==> src/sv/dla_pkg.sv <==
`timescale 1ns / 1ps
// ----------------------------------------------------------------------------
// dla_pkg: shared types and constants of the downlink layer action diff unit
// Table geometry, entry layout, action and register codes, index map.
// ----------------------------------------------------------------------------
package dla_pkg;

  localparam int CONSUMERS = 64;
  localparam int CONS_W    = 6;
  localparam int CONS_VALS = 1 << CONS_W;
  // only CONS_VALS distinct ids exist, so deeper tables never see the rest
  localparam int TBL_DEPTH = (CONSUMERS < CONS_VALS) ? CONSUMERS : CONS_VALS;
  localparam int IDX_W     = $clog2(TBL_DEPTH);

  localparam int CFG_IDX_W = 3;
  localparam int CFG_DW    = 16;

  typedef enum logic [1:0] {
    ACT_PAUSE  = 2'd0,
    ACT_RESUME = 2'd1,
    ACT_LAYERS = 2'd2,
    ACT_PRIO   = 2'd3
  } action_t;

  typedef enum logic [CFG_IDX_W-1:0] {
    REG_DEGRADE   = 3'd0,
    REG_SMALL_W   = 3'd1,
    REG_PRIO_HID  = 3'd2,
    REG_PRIO_SHR  = 3'd3,
    REG_PRIO_PIN  = 3'd4,
    REG_PRIO_SPK  = 3'd5,
    REG_PRIO_GRID = 3'd6
  } cfg_reg_t;

  localparam logic [1:0]  RST_DEGRADE   = 2'd0;
  localparam logic [15:0] RST_SMALL_W   = 16'd320;
  localparam logic [7:0]  RST_PRIO_HID  = 8'd0;
  localparam logic [7:0]  RST_PRIO_SHR  = 8'd255;
  localparam logic [7:0]  RST_PRIO_PIN  = 8'd200;
  localparam logic [7:0]  RST_PRIO_SPK  = 8'd150;
  localparam logic [7:0]  RST_PRIO_GRID = 8'd100;

  localparam logic [1:0] DEGRADE_CAP_SP  = 2'd1;
  localparam logic [1:0] DEGRADE_CAP_ALL = 2'd2;
  localparam logic [1:0] DEGRADE_BASE    = 2'd3;
  localparam logic [1:0] LAYER_TOP    = 2'd2;
  localparam logic [1:0] LAYER_MID    = 2'd1;
  localparam logic [1:0] LAYER_BASE   = 2'd0;

  typedef struct packed {
    logic [1:0]  degrade_level;
    logic [15:0] small_tile_width;
    logic [7:0]  prio_hidden;
    logic [7:0]  prio_screen_share;
    logic [7:0]  prio_pinned;
    logic [7:0]  prio_speaker;
    logic [7:0]  prio_grid;
  } cfg_t;

  typedef struct packed {
    logic [CONS_W-1:0] consumer;
    logic              visible;
    logic              is_video;
    logic              pinned;
    logic              screen_share;
    logic              active_speaker;
    logic [15:0]       tile_width;
    logic              was_paused;
  } sub_t;

  // classified subscription, held for the table update
  typedef struct packed {
    logic [CONS_W-1:0] consumer;
    logic              visible;
    logic              is_video;
    logic              was_paused;
    logic [7:0]        prio;
    logic [1:0]        spatial;
    logic [1:0]        temporal;
  } item_t;

  typedef struct packed {
    logic       paused;
    logic       layers_known;
    logic [1:0] spatial;
    logic [1:0] temporal;
    logic       prio_known;
    logic [7:0] prio;
  } entry_t;

  localparam int ENTRY_W = $bits(entry_t);

  typedef struct packed {
    action_t           action;
    logic [CONS_W-1:0] consumer;
    logic [1:0]        spatial;
    logic [1:0]        temporal;
    logic              key_frame;
    logic [7:0]        prio;
    logic              last;
  } res_t;

  // consumer id -> table row, worked out at elaboration
  function automatic logic [CONS_VALS*IDX_W-1:0] build_idx_map();
    logic [CONS_VALS*IDX_W-1:0] m;
    m = '0;
    for (int i = 0; i < CONS_VALS; i++) begin
      m[i*IDX_W +: IDX_W] = IDX_W'(i % TBL_DEPTH);
    end
    return m;
  endfunction

  localparam logic [CONS_VALS*IDX_W-1:0] IDX_MAP = build_idx_map();

endpackage

==> src/sv/downlink_layer_action_diff_unit.sv <==
`timescale 1ns / 1ps
// ----------------------------------------------------------------------------
// downlink_layer_action_diff_unit: per-consumer layer/priority action diff
// Turns one subscription update into the pause, resume, set-layers and
// set-priority actions that change the consumer table.
// ----------------------------------------------------------------------------
// Usage:
//   A subscription transfers on a clock edge with start high and busy low.
//   The next cycle reads the consumer's table row from RAM; the cycle after
//   that shows the first action. Actions follow one per cycle on out_*,
//   each for exactly one cycle with out_strobe high; out_last marks the
//   final one. An update that changes nothing gives no action.
//   A subscription gives up to three actions. busy stays high through its
//   table read and while its earlier actions are shown, as the table has a
//   single read port and the output gives one action per cycle.
//   busy drops while the last action is still shown, so the next
//   subscription overlaps it.
//   The receiver takes every action; there is no stall.
//   Reset clears the table to not paused, layers and priority unknown, in
//   the same cycle (per-row valid flags), and restores register defaults.
//   Configuration writes (cfg_we) take effect at once; write only when idle.
// ----------------------------------------------------------------------------
module downlink_layer_action_diff_unit
  import dla_pkg::*;
(
  input  logic                 clk,
  input  logic                 rst_n,
  input  logic                 cfg_we,
  input  logic [CFG_IDX_W-1:0] cfg_index,
  input  logic [CFG_DW-1:0]    cfg_wdata,
  input  logic                 start,
  output logic                 busy,
  input  logic [CONS_W-1:0]    in_consumer,
  input  logic                 in_visible,
  input  logic                 in_is_video,
  input  logic                 in_pinned,
  input  logic                 in_screen_share,
  input  logic                 in_active_speaker,
  input  logic [15:0]          in_tile_width,
  input  logic                 in_was_paused,
  output logic                 out_strobe,
  output logic [1:0]           out_action,
  output logic [CONS_W-1:0]    out_consumer,
  output logic [1:0]           out_spatial_layer,
  output logic [1:0]           out_temporal_layer,
  output logic                 out_key_frame,
  output logic [7:0]           out_priority_res,
  output logic                 out_last
);

  cfg_t  cfg_r;
  sub_t  sub;
  item_t item;
  res_t  res;
  logic  load;

  always_ff @(posedge clk) begin
    if (!rst_n) begin
      cfg_r.degrade_level     <= RST_DEGRADE;
      cfg_r.small_tile_width  <= RST_SMALL_W;
      cfg_r.prio_hidden       <= RST_PRIO_HID;
      cfg_r.prio_screen_share <= RST_PRIO_SHR;
      cfg_r.prio_pinned       <= RST_PRIO_PIN;
      cfg_r.prio_speaker      <= RST_PRIO_SPK;
      cfg_r.prio_grid         <= RST_PRIO_GRID;
    end else if (cfg_we) begin
      unique case (cfg_reg_t'(cfg_index))
        REG_DEGRADE:   cfg_r.degrade_level     <= cfg_wdata[1:0];
        REG_SMALL_W:   cfg_r.small_tile_width  <= cfg_wdata;
        REG_PRIO_HID:  cfg_r.prio_hidden       <= cfg_wdata[7:0];
        REG_PRIO_SHR:  cfg_r.prio_screen_share <= cfg_wdata[7:0];
        REG_PRIO_PIN:  cfg_r.prio_pinned       <= cfg_wdata[7:0];
        REG_PRIO_SPK:  cfg_r.prio_speaker      <= cfg_wdata[7:0];
        REG_PRIO_GRID: cfg_r.prio_grid         <= cfg_wdata[7:0];
        default: ;
      endcase
    end
  end

  assign load = start && !busy;

  always_comb begin
    sub.consumer       = in_consumer;
    sub.visible        = in_visible;
    sub.is_video       = in_is_video;
    sub.pinned         = in_pinned;
    sub.screen_share   = in_screen_share;
    sub.active_speaker = in_active_speaker;
    sub.tile_width     = in_tile_width;
    sub.was_paused     = in_was_paused;
  end

  dla_class u_class (
    .clk   (clk),
    .load  (load),
    .sub   (sub),
    .cfg   (cfg_r),
    .item_r(item)
  );

  dla_seq u_seq (
    .clk         (clk),
    .rst_n       (rst_n),
    .start       (start),
    .consumer    (in_consumer),
    .item        (item),
    .busy        (busy),
    .res_strobe_r(out_strobe),
    .res_r       (res)
  );

  assign out_action         = res.action;
  assign out_consumer       = res.consumer;
  assign out_spatial_layer  = res.spatial;
  assign out_temporal_layer = res.temporal;
  assign out_key_frame      = res.key_frame;
  assign out_priority_res   = res.prio;
  assign out_last           = res.last;

endmodule

==> src/sv/dla_ram.sv <==
`timescale 1ns / 1ps
// ----------------------------------------------------------------------------
// dla_ram: generic simple dual-port RAM
// One write port, one read port, read data registered.
// ----------------------------------------------------------------------------
module dla_ram #(
  parameter int WIDTH = 8,
  parameter int DEPTH = 16
) (
  input  logic                     clk,
  input  logic                     we,
  input  logic [$clog2(DEPTH)-1:0] waddr,
  input  logic [WIDTH-1:0]         wdata,
  input  logic [$clog2(DEPTH)-1:0] raddr,
  output logic [WIDTH-1:0]         rdata
);

  logic [WIDTH-1:0] mem [DEPTH];

  always_ff @(posedge clk) begin
    if (we) begin
      mem[waddr] <= wdata;
    end
    rdata <= mem[raddr];
  end

endmodule

==> src/sv/dla_class.sv <==
`timescale 1ns / 1ps
// ----------------------------------------------------------------------------
// dla_class: subscription classifier
// Derives priority and capped spatial/temporal layers, registered at transfer.
// ----------------------------------------------------------------------------
module dla_class
  import dla_pkg::*;
(
  input  logic  clk,
  input  logic  load,
  input  sub_t  sub,
  input  cfg_t  cfg,
  output item_t item_r
);

  item_t      item_nxt;
  logic [7:0] prio;
  logic       big_tile;
  logic [1:0] sp;
  logic [1:0] tp;

  always_comb begin
    if (!sub.visible) begin
      prio = cfg.prio_hidden;
    end else if (sub.screen_share) begin
      prio = cfg.prio_screen_share;
    end else if (sub.pinned) begin
      prio = cfg.prio_pinned;
    end else if (sub.active_speaker) begin
      prio = cfg.prio_speaker;
    end else begin
      prio = cfg.prio_grid;
    end

    big_tile = sub.pinned || sub.screen_share || (sub.tile_width > cfg.small_tile_width);
    sp       = big_tile ? LAYER_TOP : LAYER_BASE;
    tp       = big_tile ? LAYER_TOP : LAYER_BASE;
    // degrade cap: 1 limits spatial, 2 limits both, 3 forces base
    if (cfg.degrade_level == DEGRADE_BASE) begin
      sp = LAYER_BASE;
      tp = LAYER_BASE;
    end else if (cfg.degrade_level == DEGRADE_CAP_ALL) begin
      if (sp > LAYER_MID) sp = LAYER_MID;
      if (tp > LAYER_MID) tp = LAYER_MID;
    end else if (cfg.degrade_level == DEGRADE_CAP_SP) begin
      if (sp > LAYER_MID) sp = LAYER_MID;
    end

    item_nxt.consumer   = sub.consumer;
    item_nxt.visible    = sub.visible;
    item_nxt.is_video   = sub.is_video;
    item_nxt.was_paused = sub.was_paused;
    item_nxt.prio       = prio;
    item_nxt.spatial    = sp;
    item_nxt.temporal   = tp;
  end

  always_ff @(posedge clk) begin
    if (load) begin
      item_r <= item_nxt;
    end
  end

endmodule

==> src/sv/dla_seq.sv <==
`timescale 1ns / 1ps
// ----------------------------------------------------------------------------
// dla_seq: consumer table read-modify-write and action sequencer
// Reads the entry, picks the non-redundant actions, writes back, emits them.
// ----------------------------------------------------------------------------
module dla_seq
  import dla_pkg::*;
(
  input  logic              clk,
  input  logic              rst_n,
  input  logic              start,
  input  logic [CONS_W-1:0] consumer,
  input  item_t             item,
  output logic              busy,
  output logic              res_strobe_r,
  output res_t              res_r
);

  typedef enum logic [1:0] {
    S_IDLE,
    S_READ,
    S_EMIT
  } state_t;

  state_t             state_r, state_nxt;
  logic [IDX_W-1:0]   idx_r;
  logic [TBL_DEPTH-1:0] valid_r;
  logic [ENTRY_W-1:0] rdata;
  entry_t             cur;
  entry_t             upd;
  logic               accept;
  logic               tbl_we;
  logic [IDX_W-1:0]   raddr;

  logic               en_a, en_l, en_p, lyr_eq;
  action_t            act_a;
  action_t            q [3];
  logic [1:0]         n;
  action_t            q_r [3];
  logic [1:0]         rem_r;
  logic               kf_r;

  function automatic res_t make_res(action_t act, item_t it, logic kf, logic lst);
    res_t r;
    r.action    = act;
    r.consumer  = it.consumer;
    r.spatial   = (act == ACT_LAYERS) ? it.spatial : LAYER_BASE;
    r.temporal  = (act == ACT_LAYERS) ? it.temporal : LAYER_BASE;
    r.key_frame = (act == ACT_LAYERS) ? kf : 1'b0;
    r.prio      = it.prio;
    r.last      = lst;
    return r;
  endfunction

  assign busy   = (state_r != S_IDLE);
  assign accept = start && (state_r == S_IDLE);
  assign raddr  = IDX_MAP[int'(consumer)*IDX_W +: IDX_W];
  assign tbl_we = (state_r == S_READ);

  dla_ram #(
    .WIDTH(ENTRY_W),
    .DEPTH(TBL_DEPTH)
  ) u_tbl (
    .clk  (clk),
    .we   (tbl_we),
    .waddr(idx_r),
    .wdata(upd),
    .raddr(raddr),
    .rdata(rdata)
  );

  always_comb begin
    // rows never written since reset read as cleared
    cur    = valid_r[idx_r] ? entry_t'(rdata) : '0;
    lyr_eq = cur.layers_known && (cur.spatial == item.spatial) &&
             (cur.temporal == item.temporal);
    // pause/resume follow was_paused alone; the stored paused bit is never consulted
    en_a   = item.visible ? item.was_paused : !item.was_paused;
    act_a  = item.visible ? ACT_RESUME : ACT_PAUSE;
    en_l   = item.visible && item.is_video && (item.was_paused || !lyr_eq);
    en_p   = !(cur.prio_known && (cur.prio == item.prio));

    q[0] = ACT_PRIO;
    q[1] = ACT_PRIO;
    q[2] = ACT_PRIO;
    n    = 2'd0;
    if (en_a) begin
      q[n] = act_a;
      n    = n + 2'd1;
    end
    if (en_l) begin
      q[n] = ACT_LAYERS;
      n    = n + 2'd1;
    end
    if (en_p) begin
      q[n] = ACT_PRIO;
      n    = n + 2'd1;
    end

    upd.paused       = !item.visible;
    upd.layers_known = cur.layers_known || (item.visible && item.is_video);
    upd.spatial      = (item.visible && item.is_video) ? item.spatial : cur.spatial;
    upd.temporal     = (item.visible && item.is_video) ? item.temporal : cur.temporal;
    upd.prio_known   = 1'b1;
    upd.prio         = item.prio;

    state_nxt = state_r;
    unique case (state_r)
      S_IDLE: if (accept) state_nxt = S_READ;
      S_READ: state_nxt = (n > 2'd1) ? S_EMIT : S_IDLE;
      S_EMIT: if (rem_r == 2'd1) state_nxt = S_IDLE;
      default: state_nxt = S_IDLE;
    endcase
  end

  always_ff @(posedge clk) begin
    if (!rst_n) begin
      state_r      <= S_IDLE;
      res_strobe_r <= 1'b0;
      valid_r      <= '0;
    end else begin
      state_r      <= state_nxt;
      res_strobe_r <= 1'b0;
      unique case (state_r)
        S_IDLE: begin
          if (accept) idx_r <= raddr;
        end
        S_READ: begin
          valid_r[idx_r] <= 1'b1;
          kf_r           <= item.was_paused;
          if (n != 2'd0) begin
            res_strobe_r <= 1'b1;
            res_r        <= make_res(q[0], item, item.was_paused, n == 2'd1);
          end
          q_r[0] <= q[1];
          q_r[1] <= q[2];
          q_r[2] <= ACT_PRIO;
          rem_r  <= n - 2'd1;
        end
        S_EMIT: begin
          res_strobe_r <= 1'b1;
          res_r        <= make_res(q_r[0], item, kf_r, rem_r == 2'd1);
          q_r[0]       <= q_r[1];
          q_r[1]       <= q_r[2];
          rem_r        <= rem_r - 2'd1;
        end
        default: ;
      endcase
    end
  end

endmodule

==> config.mk <==
export PLATFORM = sky130hd
export DESIGN_NAME = downlink_layer_action_diff_unit
export DESIGN_NICKNAME = d
export VERILOG_FILES = /design/src/sv/dla_pkg.sv /design/src/sv/downlink_layer_action_diff_unit.sv /design/src/sv/dla_ram.sv /design/src/sv/dla_class.sv /design/src/sv/dla_seq.sv
export SDC_FILE = /design/constraint.sdc
export NUM_CORES = 1
export LEC_CHECK = 0
export BUFFER_PORTS_ARGS = -buffer_cell sky130_fd_sc_hd__buf_2
export CORE_MARGIN = 2
export CORE_UTILIZATION = 50
export CTS_CLUSTER_DIAMETER = 100
export DETAILED_ROUTE_END_ITERATION = 10
export PLACE_DENSITY = 0.77
export SLEW_MARGIN = 25
export SYNTH_ARGS = -nofsm -noshare
export SYNTH_HDL_FRONTEND = slang
export SYNTH_SLANG_ARGS = --single-unit
==> constraint.sdc <==
create_clock -name clk -period 4.6 [get_ports clk]
set_clock_uncertainty 0.1 [all_clocks]
set_input_delay 0.23 -clock clk [delete_from_list [all_inputs] [get_ports clk]]
set_output_delay 0.23 -clock clk [all_outputs]
set_load 0.05 [all_outputs]
Yosys cells after proc, flatten, opt, wreduce, memory -nomap -nowiden
Memories as Yosys holds them, arrays and structs flattened. A register that Yosys moved wholly into a read port is not among the register bits.
Index checks and enable logic that the tools add are counted.

operators by class
  $lt $le $gt $ge = 9
  reduce and logical (&&, ||, !) cells = 35
  bitwise gates (word level) = 9
  mux-type cells = 52
  shift operators = 1
  equality and inequality tests = 21
  add/subtract/negate cells = 4
  $mul = 1

operator list
  kind                         number
  $shiftx A384 B32 Y6 const A  1
  $or A64 B64 Y64              1
  $pmux W22 S2                 1
  $mux W2                      21
  $mux W8                      4
  $mux W22                     1
  $reduce_and A2 Y1            10
  $gt A16 B16 Y1               1
  $mux W1                      15
  $mux W14                     1
  $mux W6                      2
  $eq A2 B2 Y1 const B         5
  $logic_and A1 B1 Y1          10
  $eq A3 B3 Y1 const B         3
  $demux W2 S2                 2
  $eq A2 B1 Y1 const B         4
  $eq A8 B8 Y1                 1
  $mul A6 B2 Y8 const B        1
  $lt A6 B7 Y1 const B         1
  $bmux W1 S6                  1
  $demux W1 S6                 1
  $eq A3 B2 Y1 const B         2
  $ge A3 B3 Y1 const B         2
  $ge A6 B1 Y1 const B         1
  other kinds (25)             40

storage, ports and cells
  logic and storage cells = 162
  input port bits = 51
  output and inout bits = 24
  bits in writable memories = 902
  memories = 2
  flip-flop bits (word level) = 191

memory list
  memory           words  width  rd ports  clocked after Yosys merged registers in  write ports  line           RTL
  u_seq.u_tbl.mem  64     14     1         1                                        1            dla_ram.sv:18  logic [WIDTH-1:0] mem [DEPTH];
  u_seq.q_r        3      2      3         0                                        3            dla_seq.sv:39  action_t q_r [3];

Depth between registers and ports, before layout
  depth in word-level cells = 21
  gate-level depth with buffers = 16
  gate-level depth less buffers = 14

By module
From an unflattened synthesis, not the netlist that was laid out.

second synthesis, totals
  cells, all modules = 2435
  area total of the unflattened synthesis = 45413.6 µm²

modules (own cells, without submodules)
  module                           times used  cells an instance  seq. area each (µm²)  area an instance (µm²)
  dla_ram                          1           1638               29127.9               37189.4
  dla_seq                          1           435                2302.2                4449.3
  downlink_layer_action_diff_unit  1           223                1161.1                2322.2
  dla_class                        1           139                630.6                 1452.6

Least setup slack after synthesis
Ideal clock, no wire load.

  kind = register to register
  start point = register u_seq.idx_r[0]
  end point = register u_seq.res_r[0] (netlist bit), enable pin
  period minus slack after synthesis = 4.751 ns
  stages on the path, launching flop included = 14
  setup time = 0.435 ns
  data arrival time = 4.216 ns
  required time = 4.065 ns
  path buffers = 2
  path slack = -0.151 ns
  path through = edfxtp_1 > buf_2 > and2_1 > buf_2 > a221oi_1 > nor3_1 > nor4_1 > nand4_1 > and4_1 > nor2_1 > ha_1 > xnor2_1 > ha_1 > a211oi_1

on the way
  cells in the longest elaborated chain, start to end = 15
  elaborated cells between the ends (all ways) = 18
  classes of those cells = add/sub: 1; eq/ne: 4; mux: 5; reduce/logical: 8

RTL lines
  element                                 line            RTL
  start, declared                         dla_seq.sv:26   logic [IDX_W-1:0] idx_r;
  start signal, assigned                  dla_seq.sv:126  if (accept) idx_r <= raddr;
  $bmux W1 S6 (*)                         dla_seq.sv:74   cur = valid_r[idx_r] ? entry_t'(rdata) : '0;
  $mux W1 (not written as such) (*)       dla_seq.sv:74
  $mux W14 (*)                            dla_seq.sv:74
  $eq A2 B2 Y1                            dla_seq.sv:75   lyr_eq = cur.layers_known && (cur.spatial == item.spatial) &&
  $logic_and A1 B1 Y1 (2 in a row)        dla_seq.sv:75
  $logic_not A1 Y1                        dla_seq.sv:80   en_l = item.visible && item.is_video && (item.was_paused || !lyr_eq);
  $logic_or A1 B1 Y1                      dla_seq.sv:80
  $logic_and A1 B1 Y1                     dla_seq.sv:80
  $mux W2                                 dla_seq.sv:91   if (en_l) begin
  $add A2 B1 Y2                           dla_seq.sv:97   n = n + 2'd1;
  $mux W2 (*)                             dla_seq.sv:95   if (en_p) begin
  $reduce_bool A2 Y1 (*)                  dla_seq.sv:131  if (n != 2'd0) begin
  $ne A2 B2 Y1 (no source line) (*)       -
  $reduce_and A3 Y1 (no source line) (*)  -
  end signal, assigned                    dla_seq.sv:133  res_r <= make_res(q[0], item, item.was_paused, n == 2'd1);
  end signal, assigned                    dla_seq.sv:142  res_r <= make_res(q_r[0], item, kf_r, rem_r == 2'd1);
  end, declared                           dla_seq.sv:16   output res_t res_r

Mark *: on every way between the ends. The rest lies on a longest branch, timed or not. The select of a mux whose other input is x is not followed.
A chain may end at the register's enable or synchronous reset.

Worst setup path in the final report
  start point = register u_seq.idx_r[1]
  end point = register u_seq.res_r[2] (netlist bit), enable pin

The elaborated chain is that of the path after synthesis.

==> metrics.txt <==
async set-or-reset flop fraction in the synthesized netlist 0%; register bit total from synthesis just over 1k; FP Rows approximately 100; CTS tree built; Finished Core Util 57.3%; min Tclk post-route around 4.4 ns; Total Routing Usage GR between 20% and 30%; Netlist cell types 60; RSZ-0062 raised after global routing false; GP Congestion just under 0.9; Vias ~21k; CTS sink count 1,023; clock slew at reported path FFs approximately 0.07 ns; Slew Viols, Final 0; Hold/Removal Path Class in -> reg; Worst-Margin Slew between 1 and 1.5 ns; reg2reg end u_seq.res_r[2]; antenna violations before repair 2; Worst Hold Endpoint u_class.item_r[19]; Skew-Pair Late Insertion Delay around 0.66 ns; vias in the first global route approximately 21k; area growth from synthesis to layout 13.9%; Worst EP arrival roughly 4.6 ns; n_diodes 0; Crit Path Max Fanout 22; Synth Area per Inst approximately 19 um^2; status completed; WL/cell approximately 28 um; Seq/Total Area, Yosys between 70% and 80%; Post-synth top flop edfxtp_1; via/cell ratio about 6; post-route ant nets 0; CP required between 4 and 5 ns; first-pass GRT wire length ~140 mm; DRC Markers 0; R2R setup slack around 0.25 ns; HP Start in_consumer[4]; Syn Inst Count 2,091; largest net degree at the start of global routing roughly 110; die height about 290 um; Synth warnings 0; Final Cycle Share around 95%; die area between 80,000 and 90,000 um^2; Core ar. about 79,000 um^2; WS Path Type reg -> reg; R2R depth 12; area of the multi-input gates approximately 9700 um^2; Post-Route WL between 90 and 100 mm; P per Cell Area 434 nW/um^2; Cell Area, Synth roughly 40,000 um^2; most frequent cells in the layout 885 x edfxtp_1, 275 x mux4_2, 215 x nor2_1, 138 x dfxtp_1, 134 x nand2_1; relative slew slack 26.1%; crit end category flop; Congestion Overflow GR 0; DR pass1 iterations 5; IO Port Bufs 74; max-cap violation count 0; Post-synth EDFFs 885; fillers 5,725; Leak ~15 nW; # nets final between 2k and 2.5k; Die Wd 285 um; # IOs 75; worst r2r src u_seq.idx_r[1]; final hold violations 0; total nets after synthesis approximately 2.2k; Root Buffer clkbuf_16; setup tns final 0 ns; fmax ~230 MHz; # setup viols final 0; area taken by flip-flops and latches 29,300 um^2; Worst VDD drop 0.000285 V; hold path depth 1; clock buffer count from CTS just under 100; share of layout cells above drive strength 1 between 20% and 30%; Initial Util 50.3%; H-tree levels 3; critical path launch point type flop; commonest non-fill, non-tap cell in the layout edfxtp_1; Max Buffers Root-to-Sink 3; Post-DP HPWL 53.4 mm; initial drt markers between 2k and 2.5k
how the worst max path moves through the flow:
stage	start	to	slack, ns	cells past startpoint
2_1_floorplan	u_seq.idx_r[0]	u_seq.res_r[0]	0.60	13
3_3_place_gp	u_seq.idx_r[1]	u_seq.res_r[7]	0.40	12
3_5_place_dp	u_seq.idx_r[1]	u_seq.res_r[2]	0.35	12
4_1_cts	u_seq.idx_r[1]	u_seq.res_r[2]	0.31	12
5_1_grt	u_seq.idx_r[1]	u_seq.res_r[2]	0.01	12
6_report	u_seq.idx_r[1]	u_seq.res_r[2]	0.25	12
cell families after synthesis:
kind of cell / after synthesis / share of synthesized area, %
and+or+nand+nor: 485 / 5.28
buffers and inverters: 132 / 1.41
AOI/OAI and AO/OA: 125 / 2.01
adders and majority gates: 22 / 0.697
xor gates and xnor gates: 15 / 0.332
DFF: 1023 / 74.2
muxes: 289 / 16.0
cell usage after synthesis, types with 3 or more instances:
library cell  count  area, um^2
a311oi_1          3        26.3
inv_1            23        86.3
ha_1             22         275
and2_1           10        62.6
nor2b_1          11        68.8
nor3b_1           5        37.5
a21o_1            4        30.0
o21ai_0           9        45.0
and3b_1           5        43.8
a221oi_1         15         131
edfxtp_1        885       26600
nor3_1           11        55.1
nand2_1         139         522
o22ai_1           3        18.8
or3_1             3        18.8
dfxtp_1         138        2760
clkbuf_1         66         248
mux2_2            4        45.0
nand3b_1          3        22.5
buf_6             3        33.8
and3_1            7        43.8
a21oi_1          66         330
nor4_1            4        25.0
buf_2            26         130
o21a_1            4        30.0
xnor2_1           3        26.3
nand2b_1          9        56.3
nand3_1          37         185
buf_1             9        33.8
nor2_1          230         863
mux4_2          275        6190
nand4_1           5        31.3
mux2i_1          10         100
xor2_1           12         105
power breakdown:
group / switching [mW] / internal (mW)
Clock: 3.40 / 4.56
Sequential: 0.0547 / 10.3
Combinational: 0.798 / 0.426
Total: 4.25 / 15.3
area by class of cell:
cell class,instances,share of cell area [%]
clock buffers,121,5.73
multi-input cells,936,21.6
well taps,1050,2.92
flip-flops and latches,1023,65.2
inverters,26,0.220
repair buffers,183,3.05
clock inverters,59,1.34
registers in the layout, summed over array words and instances (netlist names):
name                cells
u_seq.rem_r             2
cfg_r                  58
u_seq.res_r            22
u_class.item_r         21
u_seq.state_r           2
u_seq.q_r               1
u_seq.valid_r          64
u_seq.u_tbl.rdata      13
u_seq.res_strobe_r      1
u_seq.idx_r             6
u_seq.kf_r              1
u_seq.u_tbl.mem       832
timing repair:
action / CTS / global route
hold endpoints to repair: 73 / 0
hold buffers: 27 / 0
gates resized for setup: 0 / 0
setup buffers: 0 / 0
endpoints found under the setup margin: 0 / 0
worst max-delay path, cell delays in order (launching register included):
cell,delay (ns)
edfxtp_1,0.82
nor2_1,0.39
a221oi_1,0.33
nor3_1,0.09
nor4_1,0.33
nand4_1,0.24
and4_1,0.30
nor2_1,0.16
ha_1,0.29
xnor2_1,0.16
ha_1,0.24
a211oi_4,0.24
buf_4,0.31
stage by stage:
step                worst slack, ns  area (um^2)  total power, mW  cells  hold WS, ns
CTS                           0.315        45000             19.6   3398       0.0105
global placement              0.395        41500             11.7   3191        0.304
floorplan                     0.597        39500             11.3   2091        0.229
detailed placement            0.346        41500             11.8   3191        0.307
global route                 0.0146        45000             20.1   3398       0.0604
finish                        0.249        45000             19.5   3398       0.0469
per-layer routing:
layer / wire, um / up-vias / global-route usage, %
li1: - / 8680 / -
met1: 37300 / 10800 / 32.0
met2: 46400 / 940 / 38.1
met3: 7220 / 174 / 4.06
met4: 2690 / 2 / 7.76
met5: 9 / - / 0
Note: power is estimated with default switching activity, not from simulation.
